[src/hw/rtl/mtf_rle_encoder_assert.svh]
// Assertion macros for the move-to-front / run-length encoder.
// Expects clk_i and rst_ni in the scope where a macro is used.
`ifndef MTF_RLE_ENCODER_ASSERT_SVH
`define MTF_RLE_ENCODER_ASSERT_SVH

// Property must hold at every enabled clock edge.
`define MRE_ASSERT(lbl, prop, msg) \
  lbl: assert property (@(posedge clk_i) disable iff (!rst_ni) (prop)) else $error(msg);

// Antecedent implies consequent in the same cycle.
`define MRE_ASSERT_IMP(lbl, ante, cons, msg) \
  lbl: assert property (@(posedge clk_i) disable iff (!rst_ni) (ante) |-> (cons)) \
    else $error(msg);

// Antecedent implies consequent in the next cycle.
`define MRE_ASSERT_NXT(lbl, ante, cons, msg) \
  lbl: assert property (@(posedge clk_i) disable iff (!rst_ni) (ante) |=> (cons)) \
    else $error(msg);

`endif

[src/hw/rtl/mre_pkg.sv]
// Shared types and constants of the move-to-front / run-length encoder.
// No dependencies.
package mre_pkg;

  localparam int unsigned SYM_W     = 7;
  localparam int unsigned BYTE_W    = 8;
  localparam int unsigned RUN_W     = 7;
  localparam int unsigned MAX_BYTES = 4;
  localparam int unsigned IDX_BW    = 2;  // index into the byte buffer
  localparam int unsigned CNT_BW    = 3;  // byte count, 0..MAX_BYTES

  localparam logic [BYTE_W-1:0] MARK_BASE = 8'h80;
  localparam logic [BYTE_W-1:0] ONE_HIT   = 8'h81;
  localparam logic [RUN_W-1:0]  SHORT_RUN = 7'd2;

  typedef struct packed {
    logic [SYM_W-1:0] symbol;
    logic             last;
  } mre_in_t;

  typedef struct packed {
    logic [BYTE_W-1:0] out_byte;
    logic              end_of_burst;
  } mre_out_t;

  // controller -> datapath
  typedef struct packed {
    logic capture;   // input request accepted: latch symbol, compare cells
    logic update;    // move cells, update run, build byte list
    logic advance;   // output request taken
  } mre_cmd_t;

  // datapath -> controller
  typedef struct packed {
    logic has_bytes; // update produces at least one byte
    logic last_byte; // byte on the output is the last of the burst
  } mre_status_t;

endpackage

[src/hw/rtl/mre_stream_if.sv]
// Valid/ready stream channel carrying one payload of type T.
// No dependencies.
interface mre_stream_if #(
  parameter type T = logic
) ();
  logic valid;
  logic ready;
  T     payload;

  modport source (output valid, output payload, input ready);
  modport sink   (input valid, input payload, output ready);
endinterface

[src/hw/rtl/mre_ctrl.sv]
// Controller of the encoder: idle / update / emit sequencing.
// Depends on mre_pkg and mtf_rle_encoder_assert.svh.
`include "mtf_rle_encoder_assert.svh"

module mre_ctrl import mre_pkg::*; (
  input  logic        clk_i,
  input  logic        rst_ni,
  input  logic        in_valid_i,
  output logic        in_ready_o,
  output logic        out_valid_o,
  input  logic        out_ready_i,
  input  mre_status_t status_i,
  output mre_cmd_t    cmd_o
);

  typedef enum logic [2:0] {
    ST_IDLE   = 3'b001,
    ST_UPDATE = 3'b010,
    ST_EMIT   = 3'b100
  } state_e;

  state_e state_q, state_d;

  assign in_ready_o  = (state_q == ST_IDLE);
  assign out_valid_o = (state_q == ST_EMIT);

  assign cmd_o.capture = in_valid_i && in_ready_o;
  assign cmd_o.update  = (state_q == ST_UPDATE);
  assign cmd_o.advance = out_valid_o && out_ready_i;

  always_comb begin
    state_d = state_q;
    unique case (state_q)
      ST_IDLE: begin
        if (cmd_o.capture) state_d = ST_UPDATE;
      end
      ST_UPDATE: begin
        state_d = status_i.has_bytes ? ST_EMIT : ST_IDLE;
      end
      ST_EMIT: begin
        if (cmd_o.advance && status_i.last_byte) state_d = ST_IDLE;
      end
      default: state_d = ST_IDLE;
    endcase
  end

  always_ff @(posedge clk_i or negedge rst_ni) begin
    if (!rst_ni) begin
      state_q <= ST_IDLE;
    end else begin
      state_q <= state_d;
    end
  end

  `MRE_ASSERT_NXT(a_silent_update_idles, (state_q == ST_UPDATE) && !status_i.has_bytes,
                  state_q == ST_IDLE, "update without bytes did not return to idle")
  `MRE_ASSERT_NXT(a_burst_end_idles, cmd_o.advance && status_i.last_byte,
                  state_q == ST_IDLE, "burst end did not return to idle")

endmodule

[src/hw/rtl/mre_dpath.sv]
// Datapath of the encoder: dictionary cell row, run counter, byte buffer.
// Depends on mre_pkg and mtf_rle_encoder_assert.svh.
`include "mtf_rle_encoder_assert.svh"

module mre_dpath import mre_pkg::*; #(
  parameter int unsigned ALPHABET = 128,
  parameter int unsigned RUN_MAX  = 127
) (
  input  logic        clk_i,
  input  logic        rst_ni,
  input  mre_cmd_t    cmd_i,
  input  mre_in_t     in_i,
  output mre_out_t    out_o,
  output mre_status_t status_o
);

  localparam int unsigned IDX_W  = $clog2(ALPHABET);
  localparam int unsigned SIZE_W = $clog2(ALPHABET + 1);

  logic [SYM_W-1:0]   dict_q [ALPHABET];
  logic [SIZE_W-1:0]  size_q, size_d;
  logic [RUN_W-1:0]   run_q, run_d;
  logic [SYM_W-1:0]   sym_q;
  logic               last_q;
  logic [ALPHABET-1:0] hit_q;
  logic [BYTE_W-1:0]  buf_q [MAX_BYTES];
  logic [BYTE_W-1:0]  buf_d [MAX_BYTES];
  logic [CNT_BW-1:0]  cnt_q, cnt_d;
  logic [IDX_BW-1:0]  idx_q;

  logic               hit_any, front_hit, full, flush;
  logic [IDX_W-1:0]   hit_idx, wr_idx;
  logic [SIZE_W-1:0]  pos;
  logic [BYTE_W-1:0]  pos_byte;
  logic [RUN_W-1:0]   run_inc, flush_n;
  logic [BYTE_W-1:0]  fb0, fb1, eb0, eb1;
  logic [1:0]         fcnt, ecnt;

  // Capture: latch request, compare every valid cell against the symbol.
  always_ff @(posedge clk_i) begin
    if (cmd_i.capture) begin
      sym_q  <= in_i.symbol;
      last_q <= in_i.last;
      for (int i = 0; i < ALPHABET; i++) begin
        hit_q[i] <= (SIZE_W'(i) < size_q) && (dict_q[i] == in_i.symbol);
      end
    end
  end

  // Cells hold distinct symbols, so the hit vector is one-hot or empty.
  always_comb begin
    hit_idx = '0;
    for (int i = 0; i < ALPHABET; i++) begin
      if (hit_q[i]) hit_idx = hit_idx | IDX_W'(i);
    end
  end

  assign hit_any   = |hit_q;
  assign front_hit = hit_any && (hit_idx == '0);
  assign full      = (size_q == SIZE_W'(ALPHABET));
  assign wr_idx    = full ? IDX_W'(ALPHABET - 1) : size_q[IDX_W-1:0];

  always_comb begin
    if (hit_any)   pos = SIZE_W'(hit_idx) + SIZE_W'(1);
    else if (full) pos = SIZE_W'(ALPHABET);
    else           pos = size_q + SIZE_W'(1);
  end

  // 128 + position, modulo 256
  assign pos_byte = MARK_BASE + BYTE_W'(pos);

  // Run bookkeeping
  assign run_inc = run_q + RUN_W'(1);
  assign flush   = (run_inc >= RUN_W'(RUN_MAX)) || last_q;

  always_comb begin
    if (front_hit) begin
      flush_n = flush ? run_inc : '0;
      run_d   = flush ? '0 : run_inc;
    end else begin
      flush_n = run_q;
      run_d   = '0;
    end
  end

  // Flushed run: short runs repeat 129, longer ones become marker + count.
  always_comb begin
    fb0  = ONE_HIT;
    fb1  = ONE_HIT;
    fcnt = 2'd0;
    if (flush_n > SHORT_RUN) begin
      fb0  = MARK_BASE;
      fb1  = {1'b1, flush_n};
      fcnt = 2'd2;
    end else if (flush_n == SHORT_RUN) begin
      fcnt = 2'd2;
    end else if (flush_n != '0) begin
      fcnt = 2'd1;
    end
  end

  // Symbol bytes: none for a front hit, position for a hit, position and
  // literal for a new symbol.
  always_comb begin
    eb0  = pos_byte;
    eb1  = {1'b0, sym_q};
    if (front_hit)    ecnt = 2'd0;
    else if (hit_any) ecnt = 2'd1;
    else              ecnt = 2'd2;
  end

  always_comb begin
    buf_d[0] = eb0;
    buf_d[1] = eb1;
    buf_d[2] = eb1;
    buf_d[3] = eb1;
    unique case (fcnt)
      2'd1: begin
        buf_d[0] = fb0;
        buf_d[1] = eb0;
        buf_d[2] = eb1;
      end
      2'd2: begin
        buf_d[0] = fb0;
        buf_d[1] = fb1;
        buf_d[2] = eb0;
        buf_d[3] = eb1;
      end
      default: ;
    endcase
  end

  assign cnt_d  = CNT_BW'(fcnt) + CNT_BW'(ecnt);
  assign size_d = (!hit_any && !full) ? size_q + SIZE_W'(1) : size_q;

  // Cell row: on a hit, cells up to the hit shift back and the symbol goes
  // to the front; a new symbol lands at the end (or replaces the last cell).
  always_ff @(posedge clk_i) begin
    if (cmd_i.update) begin
      for (int i = 0; i < ALPHABET; i++) begin
        if (hit_any) begin
          if (i == 0)                          dict_q[i] <= sym_q;
          else if (hit_idx >= IDX_W'(i))       dict_q[i] <= dict_q[i-1];
        end else if (wr_idx == IDX_W'(i)) begin
          dict_q[i] <= sym_q;
        end
      end
    end
  end

  always_ff @(posedge clk_i) begin
    if (cmd_i.update) begin
      for (int j = 0; j < MAX_BYTES; j++) buf_q[j] <= buf_d[j];
    end
  end

  always_ff @(posedge clk_i or negedge rst_ni) begin
    if (!rst_ni) begin
      size_q <= '0;
      run_q  <= '0;
      cnt_q  <= '0;
      idx_q  <= '0;
    end else if (cmd_i.update) begin
      size_q <= size_d;
      run_q  <= run_d;
      cnt_q  <= cnt_d;
      idx_q  <= '0;
    end else if (cmd_i.advance) begin
      idx_q  <= idx_q + IDX_BW'(1);
    end
  end

  assign status_o.has_bytes = (cnt_d != '0);
  assign status_o.last_byte = (CNT_BW'(idx_q) == cnt_q - CNT_BW'(1));

  assign out_o.out_byte     = buf_q[idx_q];
  assign out_o.end_of_burst = status_o.last_byte;

  `MRE_ASSERT_IMP(a_hit_unique, cmd_i.update, $onehot0(hit_q),
                  "symbol matched more than one dictionary cell")
  `MRE_ASSERT(a_run_below_max, run_q < RUN_W'(RUN_MAX), "held run reached saturation")
  `MRE_ASSERT(a_size_bound, size_q <= SIZE_W'(ALPHABET), "dictionary size out of range")

endmodule

[src/hw/rtl/mtf_rle_encoder.sv]
// Top level of the move-to-front / run-length encoder.
// Depends on mre_pkg, mre_stream_if, mre_ctrl and mre_dpath.

// Each input request carries one 7-bit symbol and a last flag. The symbol is
// looked up in a move-to-front dictionary of up to ALPHABET entries that
// starts empty after reset and is kept across streams. A known symbol at
// one-based position p moves to the front and yields byte 128 + p (mod 256,
// so position 128 gives byte 0); an unseen symbol is appended (or replaces
// the last entry when the dictionary is full) and yields 128 + its position
// followed by the symbol as a literal. Hits at position 1 are held as a run:
// a run is flushed when another kind of symbol arrives, when it reaches
// RUN_MAX, or on last. Runs of one or two emit 129 per hit; longer runs emit
// 128 followed by 128 + count. Each input causes 0 to 4 output requests;
// end_of_burst marks the last of them.
// Timing: one symbol at a time. The input is taken in the idle cycle, where
// all dictionary cells compare against the symbol in parallel; the next
// cycle moves the cells and builds the byte list. Bytes then leave one per
// cycle from a 4-entry buffer as the sink takes them, and ready is high
// again once the last byte is taken.
module mtf_rle_encoder import mre_pkg::*; #(
  parameter int unsigned ALPHABET = 128,
  parameter int unsigned RUN_MAX  = 127
) (
  input  logic         clk_i,
  input  logic         rst_ni,
  mre_stream_if.sink   in_i,
  mre_stream_if.source out_o
);

  mre_cmd_t    cmd;
  mre_status_t status;
  mre_in_t     in_payload;
  mre_out_t    out_payload;

  assign in_payload    = in_i.payload;
  assign out_o.payload = out_payload;

  // sequencing: idle -> update -> emit bytes (if any)
  mre_ctrl u_ctrl (
    .clk_i       (clk_i),
    .rst_ni      (rst_ni),
    .in_valid_i  (in_i.valid),
    .in_ready_o  (in_i.ready),
    .out_valid_o (out_o.valid),
    .out_ready_i (out_o.ready),
    .status_i    (status),
    .cmd_o       (cmd)
  );

  // dictionary cells, run counter and output byte buffer
  mre_dpath #(
    .ALPHABET (ALPHABET),
    .RUN_MAX  (RUN_MAX)
  ) u_dpath (
    .clk_i    (clk_i),
    .rst_ni   (rst_ni),
    .cmd_i    (cmd),
    .in_i     (in_payload),
    .out_o    (out_payload),
    .status_o (status)
  );

endmodule
[src/flat_wrapper.sv]
// flat-port wrapper written by rule: the top's interface ports become plain ports
module mtf_rle_encoder_flat import mre_pkg::*;
#(
  parameter int unsigned ALPHABET = 128,
  parameter int unsigned RUN_MAX  = 127
)
  (clk_i, rst_ni, in_i_valid, in_i_payload, in_i_ready, out_o_valid, out_o_payload, out_o_ready);
  mre_stream_if in_i_i ();
  mre_stream_if out_o_i ();
  input  logic clk_i;
  input  logic rst_ni;
  input wire logic [$bits(in_i_i.valid)-1:0] in_i_valid;
  input wire logic [$bits(in_i_i.payload)-1:0] in_i_payload;
  output wire logic [$bits(in_i_i.ready)-1:0] in_i_ready;
  output wire logic [$bits(out_o_i.valid)-1:0] out_o_valid;
  output wire logic [$bits(out_o_i.payload)-1:0] out_o_payload;
  input wire logic [$bits(out_o_i.ready)-1:0] out_o_ready;
  assign in_i_i.valid = in_i_valid;
  assign in_i_i.payload = in_i_payload;
  assign in_i_ready = in_i_i.ready;
  assign out_o_valid = out_o_i.valid;
  assign out_o_payload = out_o_i.payload;
  assign out_o_i.ready = out_o_ready;
  mtf_rle_encoder #(.ALPHABET(ALPHABET), .RUN_MAX(RUN_MAX)) u_core (.clk_i(clk_i), .rst_ni(rst_ni), .in_i(in_i_i), .out_o(out_o_i));
endmodule
[config.mk]
export PLATFORM = sky130hd
export DESIGN_NAME = mtf_rle_encoder_flat
export DESIGN_NICKNAME = d
export VERILOG_FILES = /design/src/hw/rtl/mre_pkg.sv /design/src/hw/rtl/mre_stream_if.sv /design/src/hw/rtl/mre_ctrl.sv /design/src/hw/rtl/mre_dpath.sv /design/src/hw/rtl/mtf_rle_encoder.sv /design/src/flat_wrapper.sv
export VERILOG_INCLUDE_DIRS = /design/src /design/src/hw/rtl
export SDC_FILE = /design/constraint.sdc
export NUM_CORES = 1
export LEC_CHECK = 0
export BUFFER_PORTS_ARGS = -buffer_cell sky130_fd_sc_hd__buf_2
export CELL_PAD_IN_SITES_DETAIL_PLACEMENT = 0
export CELL_PAD_IN_SITES_GLOBAL_PLACEMENT = 1
export CORE_MARGIN = 8
export CORE_UTILIZATION = 50
export CTS_BUF_LIST = sky130_fd_sc_hd__clkbuf_8
export DETAILED_ROUTE_END_ITERATION = 10
export GPL_TIMING_DRIVEN = 0
export PLACE_DENSITY_LB_ADDON = 0.1
export SLEW_MARGIN = 5
export SYNTH_ARGS = -nofsm -noshare
export SYNTH_HDL_FRONTEND = slang
export SYNTH_SLANG_ARGS = --single-unit
export TNS_END_PERCENT = 20
[constraint.sdc]
create_clock -name clk_i -period 5.91 [get_ports clk_i]
set_input_delay 0.591 -clock clk_i [delete_from_list [all_inputs] [get_ports clk_i]]
set_output_delay 0.591 -clock clk_i [all_outputs]
set_load 0.02 [all_outputs]
== Yosys cells after proc, flatten, opt, wreduce, memory -nomap -nowiden ==
Memory sizes are Yosys's and may differ from the RTL's.
Cells that the tools add are included.

* Memory bits (writable): 896
* Word-level logic and storage cells: 2,106
* Flip-flop bits (word level): 152
* Memories: 1
* Output and inout bits: 3
* Input bits: 5

* Mux-type cells: 1,301
* Order comparisons: 257
* Reductions and logical operators: 272
* Add/sub/neg operators: 5
* Equal/unequal tests: 135
* Bitwise logic cells: 128

{| class="wikitable"
|+ Memory list
! name !! words !! width !! rd ports !! clocked after memory_dff !! write ports !! line !! text
|-
| u_core.u_dpath.dict_q || 128 || 7 || 128 || 0 || 128 || mre_dpath.sv:20 || <nowiki>logic [SYM_W-1:0] dict_q [ALPHABET];</nowiki>
|}

{| class="wikitable"
|+ Operator list
! operator !! count
|-
| $mux 7 || 197
|-
| $mux 1 || 1,025
|-
| $logic_not 7->1 || 130
|-
| $lt 7x8->1 const A || 64
|-
| $ge 7x7->1 const B || 65
|-
| $eq 7x7->1 const B || 64
|-
| $lt 6x8->1 const A || 32
|-
| $eq 7x6->1 const B || 32
|-
| $ge 7x6->1 const B || 32
|-
| $mux 6 || 32
|-
| $logic_and 1x1->1 || 133
|-
| $lt 5x8->1 const A || 16
|-
| $or 1x1->1 || 128
|-
| $reduce_or 128->1 || 1
|-
| $eq 7x5->1 const B || 16
|-
| $ge 7x5->1 const B || 16
|-
| $mux 5 || 16
|-
| $lt 4x8->1 const A || 8
|-
| $eq 7x4->1 const B || 8
|-
| $ge 7x4->1 const B || 8
|-
| $lt 3x8->1 const A || 4
|-
| $mux 4 || 8
|-
| $eq 7x3->1 const B || 4
|-
| $ge 7x3->1 const B || 4
|-
| 27 further kinds || 55
|}

== Depth between registers and ports, before layout ==
* Word-level depth: 141
* Mapped depth: 12
* Mapped depth without buffers: 12

== Modules after synthesis ==
A second synthesis with hierarchy kept.

* Cell total of the unflattened synthesis: 4,600
* Area, all modules: 59,658.5 sq um

{| class="wikitable"
|+ By module, submodules not included
! module !! cells an instance !! seq. area each (sq um) !! times used !! area an instance (sq um)
|-
| mre_dpath || 4,583 || 32,421.1 || 1 || 59,472.0
|-
| mre_ctrl || 16 || 76.3 || 1 || 182.7
|-
| mtf_rle_encoder || 1 || 0.0 || 1 || 3.8
|}

== Least setup slack after synthesis ==
Ideal clock, no wire load.

* Path kind: register -> register
* From: register u_core.u_ctrl.state_q[0]
* To: register u_core.u_dpath.hit_q[0], enable pin
* Path buffers: 0
* Setup time: 0.504 ns
* Clock period less this slack: 4.304 ns
* Slack: 1.606 ns
* Stages on the path, launching flop included: 4
* Required time: 5.406 ns
* Arrival time: 3.800 ns
* Cells stage by stage: dfstp_2 nand2_1 inv_1 and2_1

{| class="wikitable"
|+ RTL lines
! element !! line !! text
|-
| start, declared || mre_ctrl.sv:22 || <nowiki>state_e state_q, state_d;</nowiki>
|-
| start signal, assigned || mre_ctrl.sv:51 || <nowiki>state_q <= state_d;</nowiki>
|-
| end signal, assigned by index || mre_dpath.sv:45 || <nowiki>hit_q[i] <= (SIZE_W'(i) < size_q) && (dict_q[i] == in_i.symbol);</nowiki>
|-
| end, declared || mre_dpath.sv:25 || <nowiki>logic [ALPHABET-1:0] hit_q;</nowiki>
|}

== Final worst setup path ==
* From: register u_core.u_dpath.hit_q[105]
* To: register u_core.u_ctrl.state_q[0]

* Cells in the longest elaborated chain, start to end: 37
* Elaborated cells on any way between the ends: 43
* Those cells by class: add/sub: 1; order compare: 1; eq/ne: 1; mux: 35; reduce/logical: 5

{| class="wikitable"
|+ Ends and longest elaborated chain
! element !! line !! text
|-
| $mux 7 (23 in series) || mre_dpath.sv:54 || <nowiki>if (hit_q[i]) hit_idx = hit_idx | IDX_W'(i);</nowiki>
|-
| $logic_not 7->1 || mre_dpath.sv:59 || <nowiki>assign front_hit = hit_any && (hit_idx == '0);</nowiki>
|-
| $logic_and 1x1->1 || mre_dpath.sv:59 ||
|-
| $mux 7 || mre_dpath.sv:77 || <nowiki>if (front_hit) begin</nowiki>
|-
| $reduce_bool 7->1 || mre_dpath.sv:97 || <nowiki>end else if (flush_n != '0) begin</nowiki>
|-
| $mux 1 || mre_dpath.sv:97 ||
|-
| $mux 2 || mre_dpath.sv:95 || <nowiki>end else if (flush_n == SHORT_RUN) begin</nowiki>
|-
| $mux 2 || mre_dpath.sv:91 || <nowiki>if (flush_n > SHORT_RUN) begin</nowiki>
|-
| $mux 2 || mre_dpath.sv:95 ||
|-
| $mux 2 (2 in series) || mre_dpath.sv:91 ||
|-
| $add 2x2->3 (*) || mre_dpath.sv:133 || <nowiki>assign cnt_d = CNT_BW'(fcnt) + CNT_BW'(ecnt);</nowiki>
|-
| via u_core.u_dpath.cnt_d[1] || mre_dpath.sv:28 || <nowiki>logic [CNT_BW-1:0] cnt_q, cnt_d;</nowiki>
|-
| $reduce_bool 3->1 (*) || mre_dpath.sv:173 || <nowiki>assign status_o.has_bytes = (cnt_d != '0);</nowiki>
|-
| $mux 3 (*) || mre_ctrl.sv:38 || <nowiki>state_d = status_i.has_bytes ? ST_EMIT : ST_IDLE;</nowiki>
|-
| $pmux 3 s3 (*) || mre_ctrl.sv:33 || <nowiki>unique case (state_q)</nowiki>
|}

Mark *: on every way through the listed nets, which the timed path passes. The rest lies on a longest branch. The select of a mux whose other input is x is not followed.
A chain may end at the register's enable or synchronous reset.

==> metrics.md <==
| Metric | Value |
|---|---|
| Main area contributors after synthesis | `edfxtp_1 58%, dfrtp_1 8.2%, a21oi_1 4.8%` |
| Worst Tran Pin Value | `1442 ps` |
| Buf+Inv Stages, Crit Path | `0` |
| Pwr/cell area | `353.1 nW/um^2` |
| Final core utilization | `56.08%` |
| Largest net degree at the start of global routing | `48` |
| Starting density of the core | `51.01%` |
| Net Sw Power | `740.6 uW` |
| Die W | `132.0 um` |
| Sequential share of the synthesized area | `66.15%` |
| Synth area leader | `edfxtp_1` |
| Clock Power Share | `28.2%` |
| Status | `finished clean` |
| Register-to-Register Path Depth | `10` |
| Number of remaining DRC errors | `0` |
| Routed vias/inst | `6.071` |
| CTS tree | `yes` |
| Site row count | `42` |
| Share of layout cells above drive strength 1 | `10.60%` |
| Fraction of the mapped netlist area in adder cells | `1.413%` |
| Syn Std Cell Area | `6728 sq um` |
| Critical path arrival | `4030 ps` |
| Fin Clk Skew | `12.80 ps` |
| Xor/xnor cell area share of the yosys netlist | `2.213%` |
| Met3 GRT Util | `4.764%` |
| Final setup fails | `0` |
| F_max | `275.7 MHz` |
| Core footprint | `13190 sq um` |
| Clock Tree Buf Depth | `2` |
| Worst Path Required | `6310 ps` |
| Post-synth EDFFs | `129` |
| Die area | `17420 sq um` |
| Static leakage | `2.756 nW` |
| Yosys top cell area share | `57.58%` |
| Post-Syn Nets | `556` |
| Antenna cells | `0` |
| ANT nets after route | `0` |
| # hold bufs at CTS | `0` |
| Overall Global Routing Usage | `20.14%` |
| Int Power | `1.871 mW` |
| Max-slew headroom | `3.130%` |
| Crit end category | `register` |
| Final GP Congestion | `0.8851` |
| Post-synthesis simple-gate area fraction | `15.68%` |
| DP Wirelength | `11.90 mm` |
| Initial antenna violation count | `0` |
| Initial drt markers | `547` |
| GR Overflow Total | `0` |
| VDD IR max | `0.2714 mV` |
| Seq pwr share | `59.3%` |
| GR Util met2 | `29.46%` |
| Min-Delay Path Class | `primary input to async pin` |
| Resized Gates After CTS | `0` |
| Post-synthesis mux area share | `0.4649%` |
| H-tree Lvls | `4` |
| Largest family of logic cells by synthesized area | `simple AND/OR/NAND/NOR gates` |
| Die Y | `132.0 um` |
| Asr flop ratio synth | `15.13%` |
| CP max FO | `4` |
| Synth Flop Type | `edfxtp_1` |
| Wire per inst | `22.54 um` |
| Post-CTS Setup Bufs | `0` |
| Yosys cell types | `54` |
| Area Growth Syn to Fin | `9.950%` |
| First-pass GRT wire length | `26.57 mm` |
| CP max-delay cell | `nor4_4` |
| Logic pwr share | `12.5%` |
| Synth Area in Compound Gates | `11.20%` |
| Critical-path cell list | `nor4_1, nand4_1, nor4_4, nand3_1, nor2_1, mux2i_1, ha_1, fa_1, o31ai_1, a31o_2` |
| Met1 GRT Util | `28.34%` |
| RSZ-0062 raised after global routing | `no` |
| # Max-Cap Violations | `0` |
| Clk slew on worst S/H paths | `90 ps` |
| Max-slew violation count | `0` |
| TritonCTS buffer count | `17` |
| Largest stage delay on the critical path | `520 ps` |
| Worst setup startpoint | `u_core.u_dpath.hit_q[105]` |
| Worst skew pair latency | `460 ps` |
| Startpoint types | `register` |
| Tmin final | `3627 ps` |
| Cell family with the largest share of critical-path delay | `simple AND/OR/NAND/NOR gates` |
| Number of synthesized register bits | `152` |
| Most Crowded Layer GR | `met2` |
| FF-to-FF Start | `u_core.u_dpath.hit_q[105]` |
| Ys Warns | `0` |
| Worst path depth | `10` |
| Fin Setup TNS | `0 ps` |
| DRT Wirelength | `17.15 mm` |
| Io pins | `8` |
| Endpoints failing hold | `0` |
| Critical path type | `register to register` |
| Routed via count | `4620` |
| PortBufs | `7` |
| Clock Sinks | `152` |
| Syn Area/Cell | `12.37 sq um` |
| Vias in the first global route | `4503` |
| DR pass1 iterations | `5` |
| Pwr Total | `2.612 mW` |
| Post-Syn Instances | `544` |
| Final worst path period share | `61.37%` |
| Clock root cell | `clkbuf_8` |
| Final net count | `584` |
| Sw frac | `28.36%` |
routing by layer:
| layer | vias up | routed length (um) | part of all wire (%) |
|---|---|---|---|
| li1 | 2124 | - | - |
| met1 | 2280 | 7704 | 45 |
| met2 | 182 | 7784 | 45 |
| met3 | 34 | 1263 | 7.4 |
| met4 | 0 | 398 | 2.3 |
| met5 | - | 0 | 0 |
state kept, by name, indices dropped and copies added (netlist names):
register	count
u_core.u_dpath.cnt_q	3
u_core.u_dpath.idx_q	2
u_core.u_dpath.hit_q	128
u_core.u_dpath.size_q	8
u_core.u_dpath.last_q	1
u_core.u_dpath.run_q	7
u_core.u_ctrl.state_q	3
kinds of logic after synthesis:
family,after synthesis
compound gates,131
xor+xnor,17
fa+ha+maj,7
buf+inv,47
flops,152
mux,3
simple gates,187
final timing paths:
kind / end / slack, ps
max: u_core.u_ctrl.state_q[0] / 2280
min: u_core.u_ctrl.state_q[1] / 120
max reg2reg: u_core.u_ctrl.state_q[0] / 2280
min reg2reg: u_core.u_dpath.hit_q[127] / 470
max in group asynchronous: u_core.u_dpath.run_q[6] / 5410
min in group clk_i: u_core.u_dpath.last_q / 310
cells in the mapped netlist, types with 7 or more instances:
library cell / n
edfxtp_1: 129
a21oi_1: 65
nor4_1: 45
nand2_1: 44
o21ai_0: 34
clkbuf_1: 25
nor2_1: 23
dfrtp_1: 22
inv_1: 15
o21bai_1: 15
nand3_1: 14
nand4_1: 13
nor3_1: 12
xnor2_1: 10
xor2_1: 7
power by group through the flow:
stage	logic [mW]	clock network (mW)	registers [mW]
CTS	0.332	0.743	1.55
global route	0.358	0.784	1.57
floorplan	0.220	0	1.57
global placement	0.295	0	1.62
finish	0.327	0.737	1.55
detailed placement	0.332	0	1.57
layout by cell type, fill, tap and decap left out, types with 3 or more instances in the layout:
cell type | synthesis | routed
edfxtp_1 | 129 | 129
a21oi_1 | 65 | 65
nor4_1 | 45 | 45
nand2_1 | 44 | 44
o21ai_0 | 34 | 34
clkbuf_1 | 25 | 25
nor2_1 | 23 | 23
dfrtp_1 | 22 | 22
clkbuf_8 | 0 | 17
inv_1 | 15 | 16
o21bai_1 | 15 | 15
nand3_1 | 14 | 14
nand4_1 | 13 | 13
nor3_1 | 12 | 11
xnor2_1 | 10 | 10
buf_2 | 2 | 9
xor2_1 | 7 | 7
nand2b_1 | 6 | 6
ha_1 | 6 | 6
or3_1 | 4 | 4
clkinv_1 | 1 | 4
clkinvlp_4 | 0 | 4
inv_6 | 0 | 4
nor4_4 | 3 | 3
and3_1 | 3 | 3
nor2b_1 | 3 | 3
and2_1 | 4 | 3
a211oi_1 | 3 | 3
metrics by stage:
| stage | instance area (sq um) | hold WS (ps) | std cells | worst slack, ps |
|---|---|---|---|---|
| floorplan | 6728 | 295.4 | 544 | 1606 |
| global placement | 6983 | 452.7 | 727 | 679.6 |
| detailed placement | 7030 | 449.3 | 729 | 2242 |
| CTS | 7392 | 118.3 | 761 | 2199 |
| global route | 7397 | 138.0 | 761 | 2039 |
| finish | 7397 | 120.8 | 761 | 2283 |
cell type report:
type / count / area (sq um)
Buffer: 31 / 133.9
Multi-Input combinational cell: 345 / 2096
Timing Repair Buffer: 9 / 75.07
Clock inverter: 15 / 127.6
Clock buffer: 17 / 234.0
Sequential cell: 152 / 4451
Fill cell: 1131 / 5793
Tap cell: 176 / 220.2
Inverter: 16 / 60.06
worst register-to-register path, stage by stage, from the launching register on:
cell and delay, ps:
edfxtp_1 390, nor4_1 470, nand4_1 220, nor4_4 520, nand3_1 220, nor2_1 250
mux2i_1 220, ha_1 170, fa_1 430, o31ai_1 440, a31o_2 230
Note: power is estimated with default switching activity, not from simulation.
